$ cat src/sv/ctt_pkg.sv
package ctt_pkg;

  localparam int QUEUE_DEPTH_DEF = 2;

  localparam logic [7:0] CH_NUL    = 8'h00;
  localparam logic [7:0] CH_TAB    = 8'h09;
  localparam logic [7:0] CH_LF     = 8'h0A;
  localparam logic [7:0] CH_CR     = 8'h0D;
  localparam logic [7:0] CH_SPACE  = 8'h20;
  localparam logic [7:0] CH_DQUOTE = 8'h22;
  localparam logic [7:0] CH_HASH   = 8'h23;
  localparam logic [7:0] CH_SQUOTE = 8'h27;
  localparam logic [7:0] CH_COMMA  = 8'h2C;
  localparam logic [7:0] CH_SLASH  = 8'h2F;
  localparam logic [7:0] CH_EOC    = 8'hFF;

  localparam logic [1:0] KIND_CHAR = 2'd0;
  localparam logic [1:0] KIND_END  = 2'd1;
  localparam logic [1:0] KIND_EOC  = 2'd2;

  typedef enum logic [2:0] {
    MODE_BETWEEN = 3'd0,
    MODE_PLAIN   = 3'd1,
    MODE_QUOTED  = 3'd2,
    MODE_COMMENT = 3'd3,
    MODE_SLASH   = 3'd4,
    MODE_DONE    = 3'd5
  } mode_t;

  typedef struct packed {
    logic [7:0] text_byte;
    logic       end_of_input;
  } in_item_t;

  typedef struct packed {
    logic [7:0] token_char;
    logic [1:0] result_kind;
    logic       last_of_run;
  } out_item_t;

  // One queue entry holds every result of one input transaction.
  typedef struct packed {
    out_item_t res0;
    out_item_t res1;
    logic      two;
  } entry_t;

  function automatic logic is_sep(input logic [7:0] c);
    return c == CH_NUL || c == CH_LF || c == CH_CR || c == CH_TAB ||
           c == CH_SPACE || c == CH_COMMA;
  endfunction

  function automatic logic is_quote(input logic [7:0] c);
    return c == CH_DQUOTE || c == CH_SQUOTE;
  endfunction

endpackage

$ cat src/sv/ctt_front.sv
module ctt_front
  import ctt_pkg::*;
(
  input  logic     clk,
  input  logic     rst_n,
  input  logic     cfg_we,
  input  logic     cfg_wdata,
  input  logic     in_valid,
  output logic     in_ready,
  input  in_item_t in_data,
  input  logic     q_ready,
  output logic     q_push,
  output entry_t   q_entry
);

  mode_t      mode_r, mode_nxt;
  logic       comments_en_r;
  logic [7:0] c;
  logic       eoi;
  logic       accept;
  logic [1:0] n;
  out_item_t  r0, r1;

  assign c        = in_data.text_byte;
  assign eoi      = in_data.end_of_input;
  assign in_ready = q_ready;
  assign accept   = in_valid && in_ready;

  always_ff @(posedge clk) begin
    if (!rst_n) begin
      mode_r        <= MODE_BETWEEN;
      comments_en_r <= 1'b1;
    end else begin
      if (accept) mode_r <= mode_nxt;
      if (cfg_we) comments_en_r <= cfg_wdata;
    end
  end

  always_comb begin
    mode_nxt = mode_r;
    if (eoi) begin
      mode_nxt = MODE_BETWEEN;
    end else begin
      case (mode_r)
        MODE_PLAIN: begin
          if (is_sep(c)) mode_nxt = MODE_BETWEEN;
        end
        MODE_QUOTED: begin
          if (is_quote(c)) mode_nxt = MODE_BETWEEN;
        end
        MODE_COMMENT: begin
          if (c == CH_LF || c == CH_CR) mode_nxt = MODE_BETWEEN;
        end
        MODE_SLASH: begin
          if (c == CH_SLASH) mode_nxt = MODE_COMMENT;
          else if (is_sep(c)) mode_nxt = MODE_BETWEEN;
          else mode_nxt = MODE_PLAIN;
        end
        MODE_DONE: begin
          mode_nxt = MODE_DONE;
        end
        default: begin
          if (is_sep(c)) mode_nxt = MODE_BETWEEN;
          else if (c == CH_EOC) mode_nxt = MODE_DONE;
          else if (comments_en_r && c == CH_HASH) mode_nxt = MODE_COMMENT;
          else if (comments_en_r && c == CH_SLASH) mode_nxt = MODE_SLASH;
          else if (is_quote(c)) mode_nxt = MODE_QUOTED;
          else mode_nxt = MODE_PLAIN;
        end
      endcase
    end
  end

  always_comb begin
    n  = 2'd0;
    r0 = '0;
    r1 = '0;
    if (eoi) begin
      case (mode_r)
        MODE_PLAIN, MODE_QUOTED: begin
          n              = 2'd1;
          r0.result_kind = KIND_END;
        end
        MODE_SLASH: begin
          n              = 2'd2;
          r0.token_char  = CH_SLASH;
          r0.result_kind = KIND_CHAR;
          r1.result_kind = KIND_END;
        end
        default: n = 2'd0;
      endcase
    end else begin
      case (mode_r)
        MODE_PLAIN: begin
          n = 2'd1;
          if (is_sep(c)) r0.result_kind = KIND_END;
          else r0.token_char = c;
        end
        MODE_QUOTED: begin
          n = 2'd1;
          if (is_quote(c)) r0.result_kind = KIND_END;
          else r0.token_char = (c == CH_TAB) ? CH_SPACE : c;
        end
        MODE_COMMENT: n = 2'd0;
        MODE_SLASH: begin
          // Release the held slash, then treat this byte as inside a plain token (a separator ends it).
          if (c != CH_SLASH) begin
            n             = 2'd2;
            r0.token_char = CH_SLASH;
            if (is_sep(c)) r1.result_kind = KIND_END;
            else r1.token_char = c;
          end
        end
        MODE_DONE: n = 2'd0;
        default: begin
          if (is_sep(c)) begin
            n = 2'd0;
          end else if (c == CH_EOC) begin
            n              = 2'd1;
            r0.result_kind = KIND_EOC;
          end else if (comments_en_r && (c == CH_HASH || c == CH_SLASH)) begin
            n = 2'd0;
          end else if (is_quote(c)) begin
            n = 2'd0;
          end else begin
            n             = 2'd1;
            r0.token_char = c;
          end
        end
      endcase
    end
    r0.last_of_run = (n == 2'd1);
    r1.last_of_run = (n == 2'd2);
  end

  assign q_push        = accept && (n != 2'd0);
  assign q_entry.res0  = r0;
  assign q_entry.res1  = r1;
  assign q_entry.two   = (n == 2'd2);

endmodule

$ cat src/sv/ctt_queue.sv
module ctt_queue
  import ctt_pkg::*;
#(
  parameter int DEPTH = QUEUE_DEPTH_DEF
) (
  input  logic   clk,
  input  logic   rst_n,
  input  logic   push,
  input  entry_t push_entry,
  output logic   ready,
  input  logic   pop,
  output logic   head_valid,
  output entry_t head
);

  localparam int PW = (DEPTH > 1) ? $clog2(DEPTH) : 1;
  localparam int CW = $clog2(DEPTH + 1);
  localparam logic [PW-1:0] LAST = PW'(DEPTH - 1);
  localparam logic [CW-1:0] FULL = CW'(DEPTH);

  entry_t        slot_r [DEPTH];
  logic [PW-1:0] wr_ptr_r, rd_ptr_r;
  logic [CW-1:0] count_r, count_nxt;
  logic          do_push, do_pop;

  assign ready      = (count_r != FULL);
  assign head_valid = (count_r != '0);
  assign head       = slot_r[rd_ptr_r];
  assign do_push    = push && ready;
  assign do_pop     = pop && head_valid;

  always_comb begin
    count_nxt = count_r;
    if (do_push && !do_pop) count_nxt = count_r + CW'(1);
    else if (do_pop && !do_push) count_nxt = count_r - CW'(1);
  end

  always_ff @(posedge clk) begin
    if (!rst_n) begin
      wr_ptr_r <= '0;
      rd_ptr_r <= '0;
      count_r  <= '0;
    end else begin
      count_r <= count_nxt;
      if (do_push) wr_ptr_r <= (wr_ptr_r == LAST) ? '0 : wr_ptr_r + PW'(1);
      if (do_pop) rd_ptr_r <= (rd_ptr_r == LAST) ? '0 : rd_ptr_r + PW'(1);
    end
  end

  always_ff @(posedge clk) begin
    if (do_push) slot_r[wr_ptr_r] <= push_entry;
  end

endmodule

$ cat src/sv/ctt_back.sv
module ctt_back
  import ctt_pkg::*;
(
  input  logic      clk,
  input  logic      rst_n,
  input  logic      head_valid,
  input  entry_t    head,
  output logic      pop,
  output logic      out_valid,
  input  logic      out_ready,
  output out_item_t out_data
);

  logic      out_valid_r;
  out_item_t out_r;
  logic      sel_r, sel_nxt;
  logic      load, last_sel;
  out_item_t cur;

  assign load     = head_valid && (!out_valid_r || out_ready);
  assign last_sel = !head.two || sel_r;
  assign cur      = sel_r ? head.res1 : head.res0;
  assign pop      = load && last_sel;
  assign sel_nxt  = load ? !last_sel : sel_r;

  always_ff @(posedge clk) begin
    if (!rst_n) begin
      out_valid_r <= 1'b0;
      sel_r       <= 1'b0;
    end else begin
      sel_r <= sel_nxt;
      if (load) out_valid_r <= 1'b1;
      else if (out_ready) out_valid_r <= 1'b0;
    end
  end

  always_ff @(posedge clk) begin
    if (load) out_r <= cur;
  end

  assign out_valid = out_valid_r;
  assign out_data  = out_r;

  // Second half of a two-result entry must still sit at the queue head.
  a_sel_head: assert property (@(posedge clk) disable iff (!rst_n)
    sel_r |-> (head_valid && head.two))
    else $error("second result selected without a two-result head entry");

  a_pop_last: assert property (@(posedge clk) disable iff (!rst_n)
    pop |-> cur.last_of_run)
    else $error("entry popped before its last result was loaded");

  a_mark_zero: assert property (@(posedge clk) disable iff (!rst_n)
    (out_valid_r && out_r.result_kind != KIND_CHAR) |-> (out_r.token_char == 8'h00))
    else $error("mark result carries a nonzero character");

endmodule

$ cat src/sv/command_text_tokenizer.sv
// Channel   Direction  Payload     Handshake
// in_       input      in_item_t   in_valid / in_ready
// out_      output     out_item_t  out_valid / out_ready
// cfg_      input      1 bit       cfg_we, no wait
//
// One input transaction per cycle while in_ready is high; its results leave the
// output register one per cycle while out_ready is high, one result after another.
// The classifier takes a byte whenever the result queue (QUEUE_DEPTH entries)
// has room; a stalled output fills the queue and then drops in_ready.
// An input's first result passes through the queue, then the output register.
// Reset (rst_n, synchronous) empties the queue, sets scan mode to between
// tokens and enables comments.
module command_text_tokenizer
  import ctt_pkg::*;
#(
  parameter int QUEUE_DEPTH = QUEUE_DEPTH_DEF
) (
  input  logic      clk,
  input  logic      rst_n,
  input  logic      cfg_we,
  input  logic      cfg_wdata,
  input  logic      in_valid,
  output logic      in_ready,
  input  in_item_t  in_data,
  output logic      out_valid,
  input  logic      out_ready,
  output out_item_t out_data
);

  logic   q_ready, q_push, q_pop, q_head_valid;
  entry_t q_entry, q_head;

  ctt_front u_front (
    .clk       (clk),
    .rst_n     (rst_n),
    .cfg_we    (cfg_we),
    .cfg_wdata (cfg_wdata),
    .in_valid  (in_valid),
    .in_ready  (in_ready),
    .in_data   (in_data),
    .q_ready   (q_ready),
    .q_push    (q_push),
    .q_entry   (q_entry)
  );

  ctt_queue #(.DEPTH(QUEUE_DEPTH)) u_queue (
    .clk        (clk),
    .rst_n      (rst_n),
    .push       (q_push),
    .push_entry (q_entry),
    .ready      (q_ready),
    .pop        (q_pop),
    .head_valid (q_head_valid),
    .head       (q_head)
  );

  ctt_back u_back (
    .clk        (clk),
    .rst_n      (rst_n),
    .head_valid (q_head_valid),
    .head       (q_head),
    .pop        (q_pop),
    .out_valid  (out_valid),
    .out_ready  (out_ready),
    .out_data   (out_data)
  );

endmodule
$ cat config.mk
export PLATFORM = sky130hd
export DESIGN_NAME = command_text_tokenizer
export DESIGN_NICKNAME = d
export VERILOG_FILES = /design/src/sv/ctt_pkg.sv /design/src/sv/ctt_front.sv /design/src/sv/ctt_queue.sv /design/src/sv/ctt_back.sv /design/src/sv/command_text_tokenizer.sv
export SDC_FILE = /design/constraint.sdc
export NUM_CORES = 1
export LEC_CHECK = 0
export BUFFER_PORTS_ARGS = -buffer_cell sky130_fd_sc_hd__buf_4
export CAP_MARGIN = 20
export CORE_UTILIZATION = 60
export CTS_CLUSTER_DIAMETER = 200
export CTS_CLUSTER_SIZE = 12
export DETAILED_ROUTE_END_ITERATION = 8
export PLACE_DENSITY = 0.8
export SLEW_MARGIN = 20
export SYNTH_ARGS = -nofsm -noshare
export SYNTH_HDL_FRONTEND = slang
export SYNTH_HIERARCHICAL = 1
export SYNTH_SLANG_ARGS = --single-unit
$ cat constraint.sdc
create_clock -name clk -period 3.45 [get_ports clk]
set_input_delay 0.1725 -clock clk [delete_from_list [all_inputs] [get_ports clk]]
set_output_delay 0.1725 -clock clk [all_outputs]
set_load 0.05 [all_outputs]
==> metrics.csv, run 1 <==
stage,metric,value,unit
outcome,status,"finished, final reports clean",
cts,ctsLongestPathBuffers,2,
yosys,synth_ff_type,edfxtp_1,
yosys,ys_ff_latch,68,
floorplan,core,5470,µm²
worst_setup_path,cp.arrival,3090,ps
worst_setup_path,cpPeakStageDelay,630,ps
finish,antennaDiodeCount,0,
drt,firstDrtPassIters,4,
sta,setup_violations,0,
cts,postCtsSetupBuffers,0,
finish,num-nets-final,318,
placement,place.detailed.hpwl,4.28,mm
worst_setup_path,critPathBufInv,0,
floorplan,die_y,77.2,µm
cts,htreeDepth,3,
floorplan,initial_utilization,62.0,%
worst_setup_path,required,3720,ps
yosys,synthTopCellsByArea,"edfxtp_1 (50%), mux2_2 (8.3%), dfxtp_1 (6.5%), mux2_4 (4.0%), nor2_1 (2.2%)",
grt,track_usage,23.0,%
placement,placedInstanceArea,3650,µm²
finish,fin_area,3840,µm²
cts,tritoncts,built,
finish,regArea,1930,µm²
finish,drive_gt1_share,29.3,%
grt,grt_pass1_wl,10.3,mm
sta,fmax,354,MHz
grt,grt-ovfl-total,0,
placement,post-place-ws,557,ps
cts,ctsResizeCount,0,
worst_setup_path,crit_chain,"or3b_1, a21oi_1, o21ba_1, and2_1, ha_1, or3_1, a21boi_1",
drt,routed-via-count,2240,
yosys,synth_top_area_share,50.4,%
worst_setup_path,cp_max_fo,11,
sta,clock_skew,5.89,ps
yosys,synth_edf_count,57,
finish,fill_cells,383,
yosys,syn_avg_cell_area,12.4,µm²
yosys,syn-instance-count,274,
drt,viasPerCell,5.91,
floorplan,ioPinCount,28,
worst_setup_path,cp-start-kind,flop,
sta,worst_slew_pin_slew,728,ps
yosys,async_flop_share,0,%
sta,setup_slack,626,ps
grt,grt_max_degree,24,
placement,portBuffers,27,
sta,final_hold_viol_count,0,
cts,clk_pin_slew_worst_paths,70,ps
cts,clkLatencyLatePin,330,ps
grt,grt_pass1_vias,2185,
sta,rsz0062_at_grt,false,
yosys,synth_seq_area_share,56.9,%
worst_hold_path,min_path_type,input pin to flop,
yosys,synthDistinctLibCells,58,
cts,cts_made_buffers,9,
drt,drt-total-wl,6.22,mm
grt,antenna_found_initial,0,
finish,multi_input_area,1330,µm²
worst_setup_path,critical_path_class,flop to flop,
sta,drv_slew,0,
worst_setup_path,worstSetupEndpointType,flop,
cts,cts_root_buf,clkbuf_8,
power_and_ir_drop,power_per_cell_area,699,nW/µm²
yosys,yosys_warnings,6,
drt,ant_nets,0,
cts,clock_sinks,68,
sta,timing.final.crit_period,2820,ps
yosys,syn_area,3390,µm²
floorplan,die-area,5960,µm²
floorplan,die_w,77.2,µm
power_and_ir_drop,ir_drop,0.000421,V
power_and_ir_drop,p_leak,1.40,nW
drt,first_iter_violations,148,
drt,drc_errors,0,
worst_setup_path,crit_family,compound AO/OA/AOI/OAI gates,
drt,routedWlPerCell,16.4,µm
sta,relSlewSlack,50.8,%
yosys,syn-num-nets,290,
placement,place.gp.congestion,0.949,
worst_setup_path,cp_slowest_cell,a21oi_1,
run,drv_cap,0,
yosys,yosysTopAreaCell,edfxtp_1,
sta,tns,0,ps
floorplan,rows,27,
cts,cts_hold_buf,0,
sta,fin_crit_sh,81.8,%
finish,area_growth_syn_to_layout,13.1,%
[registers in the layout, indices dropped and copies added (netlist names), named ones only]
signal,cells
u_back/out_valid,1
u_queue/wr_ptr_r,1
u_queue/slot_r,46
u_queue/rd_ptr_r,1
u_front/comments_en_r,1
u_queue/count_r,2
u_back/out_data,11
u_front/mode_r,3
u_back/sel_r,1
[Yosys cell counts (2+ instances only)]
| master | count |
|---|---|
| edfxtp_1 | 57 |
| mux2_2 | 25 |
| nor2_1 | 20 |
| nand2_1 | 14 |
| inv_1 | 12 |
| clkbuf_1 | 11 |
| dfxtp_1 | 11 |
| and2_1 | 10 |
| a21oi_1 | 9 |
| mux2_4 | 9 |
| a31oi_1 | 7 |
| nor3_1 | 7 |
| nand2b_1 | 6 |
| nand3_1 | 6 |
| nor4_1 | 6 |
| or3_1 | 5 |
| o21ai_1 | 4 |
| buf_4 | 3 |
| mux2i_1 | 3 |
| nand3b_1 | 3 |
| a21boi_0 | 2 |
| a21o_1 | 2 |
| and3_1 | 2 |
| buf_2 | 2 |
| nor4b_1 | 2 |
| o22ai_1 | 2 |
| xnor2_1 | 2 |
| xor2_1 | 2 |
[per-stage QoR]
stage                     total power, mW  utilization (%)  instances  hold WS [ps]
final                                2.68             70.1        379          58.9
after global placement               2.07             66.8        363           389
after floorplan                      1.87                -        274           234
after global routing                 2.80             70.1        379          35.2
after CTS                            2.71             70.1        379          42.4
after detailed placement             2.10             66.8        363           401
[report_power, final]
part / leakage [nW] / internal, mW / switching (mW)
registers: 0.621 / 1.10 / 0.0588
clock network: 0.0947 / 0.331 / 0.278
logic: 0.686 / 0.361 / 0.551
total: 1.40 / 1.79 / 0.887
[worst register-to-register path: stages, from the launching register on]
cell      delay (ps)
dfxtp_1          420
or3b_1           530
a21oi_1          630
o21ba_1          290
and2_1           140
ha_1             260
or3_1            360
a21boi_1         130
[cells in the final DEF (no fill, tap or decap), drive strengths merged, types with 3 or more instances in the layout]
| master | count |
|---|---|
| nand2 | 14 |
| clkbuf | 11 |
| buf | 34 |
| nor2 | 20 |
| nor3 | 8 |
| inv | 12 |
| dfxtp | 11 |
| edfxtp | 57 |
| and2 | 10 |
| o21ai | 5 |
| mux2 | 34 |
| a21boi | 3 |
| a31oi | 7 |
| or3 | 5 |
| nand3b | 3 |
| a21oi | 9 |
| nand2b | 7 |
| mux2i | 3 |
| clkinv | 4 |
| nand3 | 6 |
| nor4 | 6 |
[logic make-up after synthesis]
kind of cell	count (synthesis)	share of synthesized area, %
adders and majority gates	2	0.663
xor gates and xnor gates	4	1.03
muxes	37	13.2
DFF	68	56.9
other	1	0.110
buffers and inverters	29	3.83
AOI/OAI and AO/OA	43	9.55
and+or+nand+nor	90	14.7
[path summary, 6_finish.rpt]
kind | start | endpoint | slack, ps | cells after the start
max reg2reg | u_front/mode_r[0] | u_queue/count_r[1] | 630 | 7
max | u_front/mode_r[0] | u_queue/count_r[1] | 630 | 7
min | cfg_wdata | u_front/comments_en_r | 60 | 3
min reg2reg | u_back/out_valid | u_back/out_valid | 520 | 2
[cell type report]
class                   count  share of cell area, %
multi-input cells         177                   34.7
clock buffers              11                   3.42
flip-flops and latches     68                   50.3
well taps                  72                   2.35
clock inverters             5                   1.37
inverters                  12                   1.17
repair buffers             34                   6.65
[metal layers]
layer	track usage [%]	wire length (µm)	vias to the layer above
met5	0	0	-
met1	30.2	2780	1067
met2	36.4	3020	82
li1	-	-	1082
met4	8.68	74	0
met3	6.19	343	9
No activity file was read; power rests on OpenSTA's default activity.
==> run 2, diff against run 1 <==
--- a/config.mk
+++ b/config.mk
@@ -7,11 +7,11 @@
 export LEC_CHECK = 0
 export BUFFER_PORTS_ARGS = -buffer_cell sky130_fd_sc_hd__buf_4
 export CAP_MARGIN = 20
-export CORE_UTILIZATION = 60
+export CORE_UTILIZATION = 54
 export CTS_CLUSTER_DIAMETER = 200
 export CTS_CLUSTER_SIZE = 12
 export DETAILED_ROUTE_END_ITERATION = 8
-export PLACE_DENSITY = 0.8
+export PLACE_DENSITY = 0.76
 export SLEW_MARGIN = 20
 export SYNTH_ARGS = -nofsm -noshare
 export SYNTH_HDL_FRONTEND = slang
==> constraint.sdc (replaced) <==
create_clock -name clk -period 2.3 [get_ports clk]
set_input_delay 0.115 -clock clk [delete_from_list [all_inputs] [get_ports clk]]
set_output_delay 0.115 -clock clk [all_outputs]
set_load 0.05 [all_outputs]
==> metrics.csv, run 2 (same netlist as run 1, synthesis figures left out) <==
stage,metric,value,unit,change
outcome,status,"finished, final reports clean",,unchanged
worst_setup_path,cpPeakStageDelay,430,ps,was 630 ps
grt,grt_max_degree,24,,unchanged
finish,fin_area,4220,µm²,was 3840 µm²
sta,fmax,438,MHz,was 354 MHz
floorplan,die-area,6610,µm²,was 5960 µm²
finish,drive_gt1_share,39.2,%,was 29.3%
power_and_ir_drop,ir_drop,0.000780,V,was 0.000421 V
worst_setup_path,required,2580,ps,was 3720 ps
worst_setup_path,cp_slowest_cell,a222oi_1,,was a21oi_1
drt,drc_errors,0,,unchanged
floorplan,rows,28,,was 27
worst_setup_path,critical_path_class,flop to flop,,unchanged
drt,drt-total-wl,6.88,mm,was 6.22 mm
cts,clk_pin_slew_worst_paths,70,ps,about the same
cts,cts_made_buffers,9,,unchanged
power_and_ir_drop,fin_total_pwr,4.20,mW,was 2.68 mW
drt,routedWlPerCell,16.5,µm,was 16.4 µm
floorplan,initial_utilization,56.7,%,was 62.0%
worst_setup_path,cp_max_fo,2,,was 11
power_and_ir_drop,p_leak,1.59,nW,was 1.40 nW
floorplan,die_w,81.3,µm,was 77.2 µm
placement,placedInstanceArea,3940,µm²,was 3650 µm²
finish,antennaDiodeCount,0,,unchanged
grt,grt-ovfl-total,0,,unchanged
sta,clock_skew,8.02,ps,was 5.89 ps
grt,antenna_found_initial,0,,unchanged
finish,final_common_cell,buf_4,,was edfxtp_1
grt,track_usage,22.7,%,was 23.0%
cts,clock_sinks,68,,unchanged
sta,tns,0,ps,unchanged
placement,dp.cells,397,,was 363
cts,htreeDepth,3,,unchanged
finish,largest-register,u_queue/slot_r,,unchanged
drt,firstDrtPassIters,4,,unchanged
drt,met1_length,3.06,mm,was 2.78 mm
sta,relSlewSlack,54.2,%,was 50.8%
cts,tritoncts,built,,unchanged
drt,ant_nets,0,,unchanged
finish,fill_cells,410,,was 383
drt,first_iter_violations,163,,was 148
sta,setup_violations,0,,unchanged
drt,dr_wl_met3,360,µm,was 343 µm
drt,viasPerCell,5.63,,was 5.91
grt,grt_pass1_wl,10.8,mm,was 10.3 mm
cts,cts_root_buf,clkbuf_8,,unchanged
placement,post-place-ws,-184,ps,was 557 ps
sta,drv_slew,0,,unchanged
sta,fin_crit_sh,99.3,%,was 81.8%
drt,routed-via-count,2348,,was 2240
sta,final_hold_viol_count,0,,unchanged
placement,place.gp.congestion,0.870,,was 0.949
grt,grt_pass1_vias,2274,,was 2185
sta,worst_slew_pin_slew,678,ps,was 728 ps
placement,portBuffers,27,,unchanged
finish,largest_reg_flops,46,,unchanged
sta,rsz0062_at_grt,true,,was false
finish,final_cell_mix,"buf_4 (63), edfxtp_1 (57), mux2_2 (25)",,"was edfxtp_1 (57), buf_4 (34), mux2_2 (25)"
finish,area_growth_syn_to_layout,24.3,%,was 13.1%
drt,wl_met2,3.31,mm,was 3.02 mm
worst_setup_path,worstSetupEndpointType,flop,,unchanged
worst_setup_path,cp-start-kind,flop,,unchanged
floorplan,die_y,81.3,µm,was 77.2 µm
sta,setup_slack,15.8,ps,was 626 ps
sta,timing.final.crit_period,2280,ps,was 2820 ps
cts,clkLatencyLatePin,340,ps,was 330 ps
finish,final_cells,417,,was 379
worst_setup_path,cp.arrival,2560,ps,was 3090 ps
placement,place.detailed.hpwl,4.74,mm,was 4.28 mm
finish,num-nets-final,353,,was 318
cts,ctsLongestPathBuffers,2,,unchanged
drt,top_layer,met4,,unchanged
run,drv_cap,0,,unchanged
worst_hold_path,min_path_type,input pin to flop,,unchanged
worst_setup_path,crit_chain,"a21o_1, a31oi_2, nand2b_1, a222oi_1, o21ba_1, and2_4, ha_4, xor2_2, or3_1, a21boi_1",,"was or3b_1, a21oi_1, o21ba_1, and2_1, ha_1, or3_1, a21boi_1"
power_and_ir_drop,power_per_cell_area,995,nW/µm²,was 699 nW/µm²
floorplan,ioPinCount,28,,unchanged
floorplan,core,5990,µm²,was 5470 µm²
run 2: cell count changes in the layout (fill, tap and decap cells not counted), moves of 2 or more:
cell / before / now
buf_12: 0 / 2
clkinvlp_4: 0 / 3
clkbuf_1: 2 / 0
dlygate4sd3_1: 0 / 2
buf_4: 34 / 63
run 2: layout make-up:
type                            instances  area (µm²)  area share, %
Clock buffer                            9         124           2.94
Clock inverter                          7        67.6           1.60
Inverter                               12        48.8           1.16
Multi-Input combinational cell        177        1380           32.7
Sequential cell                        68        1930           45.8
Tap cell                               75        93.8           2.22
Timing Repair Buffer                   69         569           13.5
run 2: through the flow:
stage | util, % | hold slack, ps
final | 70.4 | 19.0
after global placement | 65.7 | 331
after global routing | 70.4 | 25.7
after CTS | 69.2 | 1.91
after detailed placement | 65.7 | 333
after floorplan | - | 177
run 2: path summary, 6_finish.rpt:
check,startpoint,end,slack [ps],depth (start not counted)
hold reg to reg,u_back/out_valid,u_back/out_valid,520,2
setup reg to reg,u_front/comments_en_r,u_queue/count_r[1],20,10
setup / recovery,u_front/comments_en_r,u_queue/count_r[1],20,10
hold / removal,rst_n,u_front/comments_en_r,20,2
run 2: what timing repair did:
action	4_1_cts	5_1_grt
hold buffers	2	0
setup endpoints to repair	0	38
hold endpoints to repair	1	0
resized for setup	0	8
setup buffers	0	1
run 2: power breakdown:
group / switching [mW] / total, mW / leakage (nW) / internal, mW
Combinational: 0.872 / 1.51 / 0.874 / 0.642
Clock: 0.446 / 0.940 / 0.0926 / 0.494
Sequential: 0.0909 / 1.74 / 0.621 / 1.65
Total: 1.41 / 4.20 / 1.59 / 2.79
run 2: layer usage:
layer | vias up | track usage [%]
li1 | 1153 | -
met1 | 1102 | 29.2
met2 | 79 | 35.2
met3 | 14 | 6.97
met4 | 0 | 10.0
met5 | - | 0
run 2: worst max-delay path: cells and delay by family (launching register included):
kind / cells / cell delay, ps
simple gates: 3 / 570
fa+ha+maj: 1 / 130
flops: 1 / 330
compound gates: 5 / 1120
xor+xnor: 1 / 70
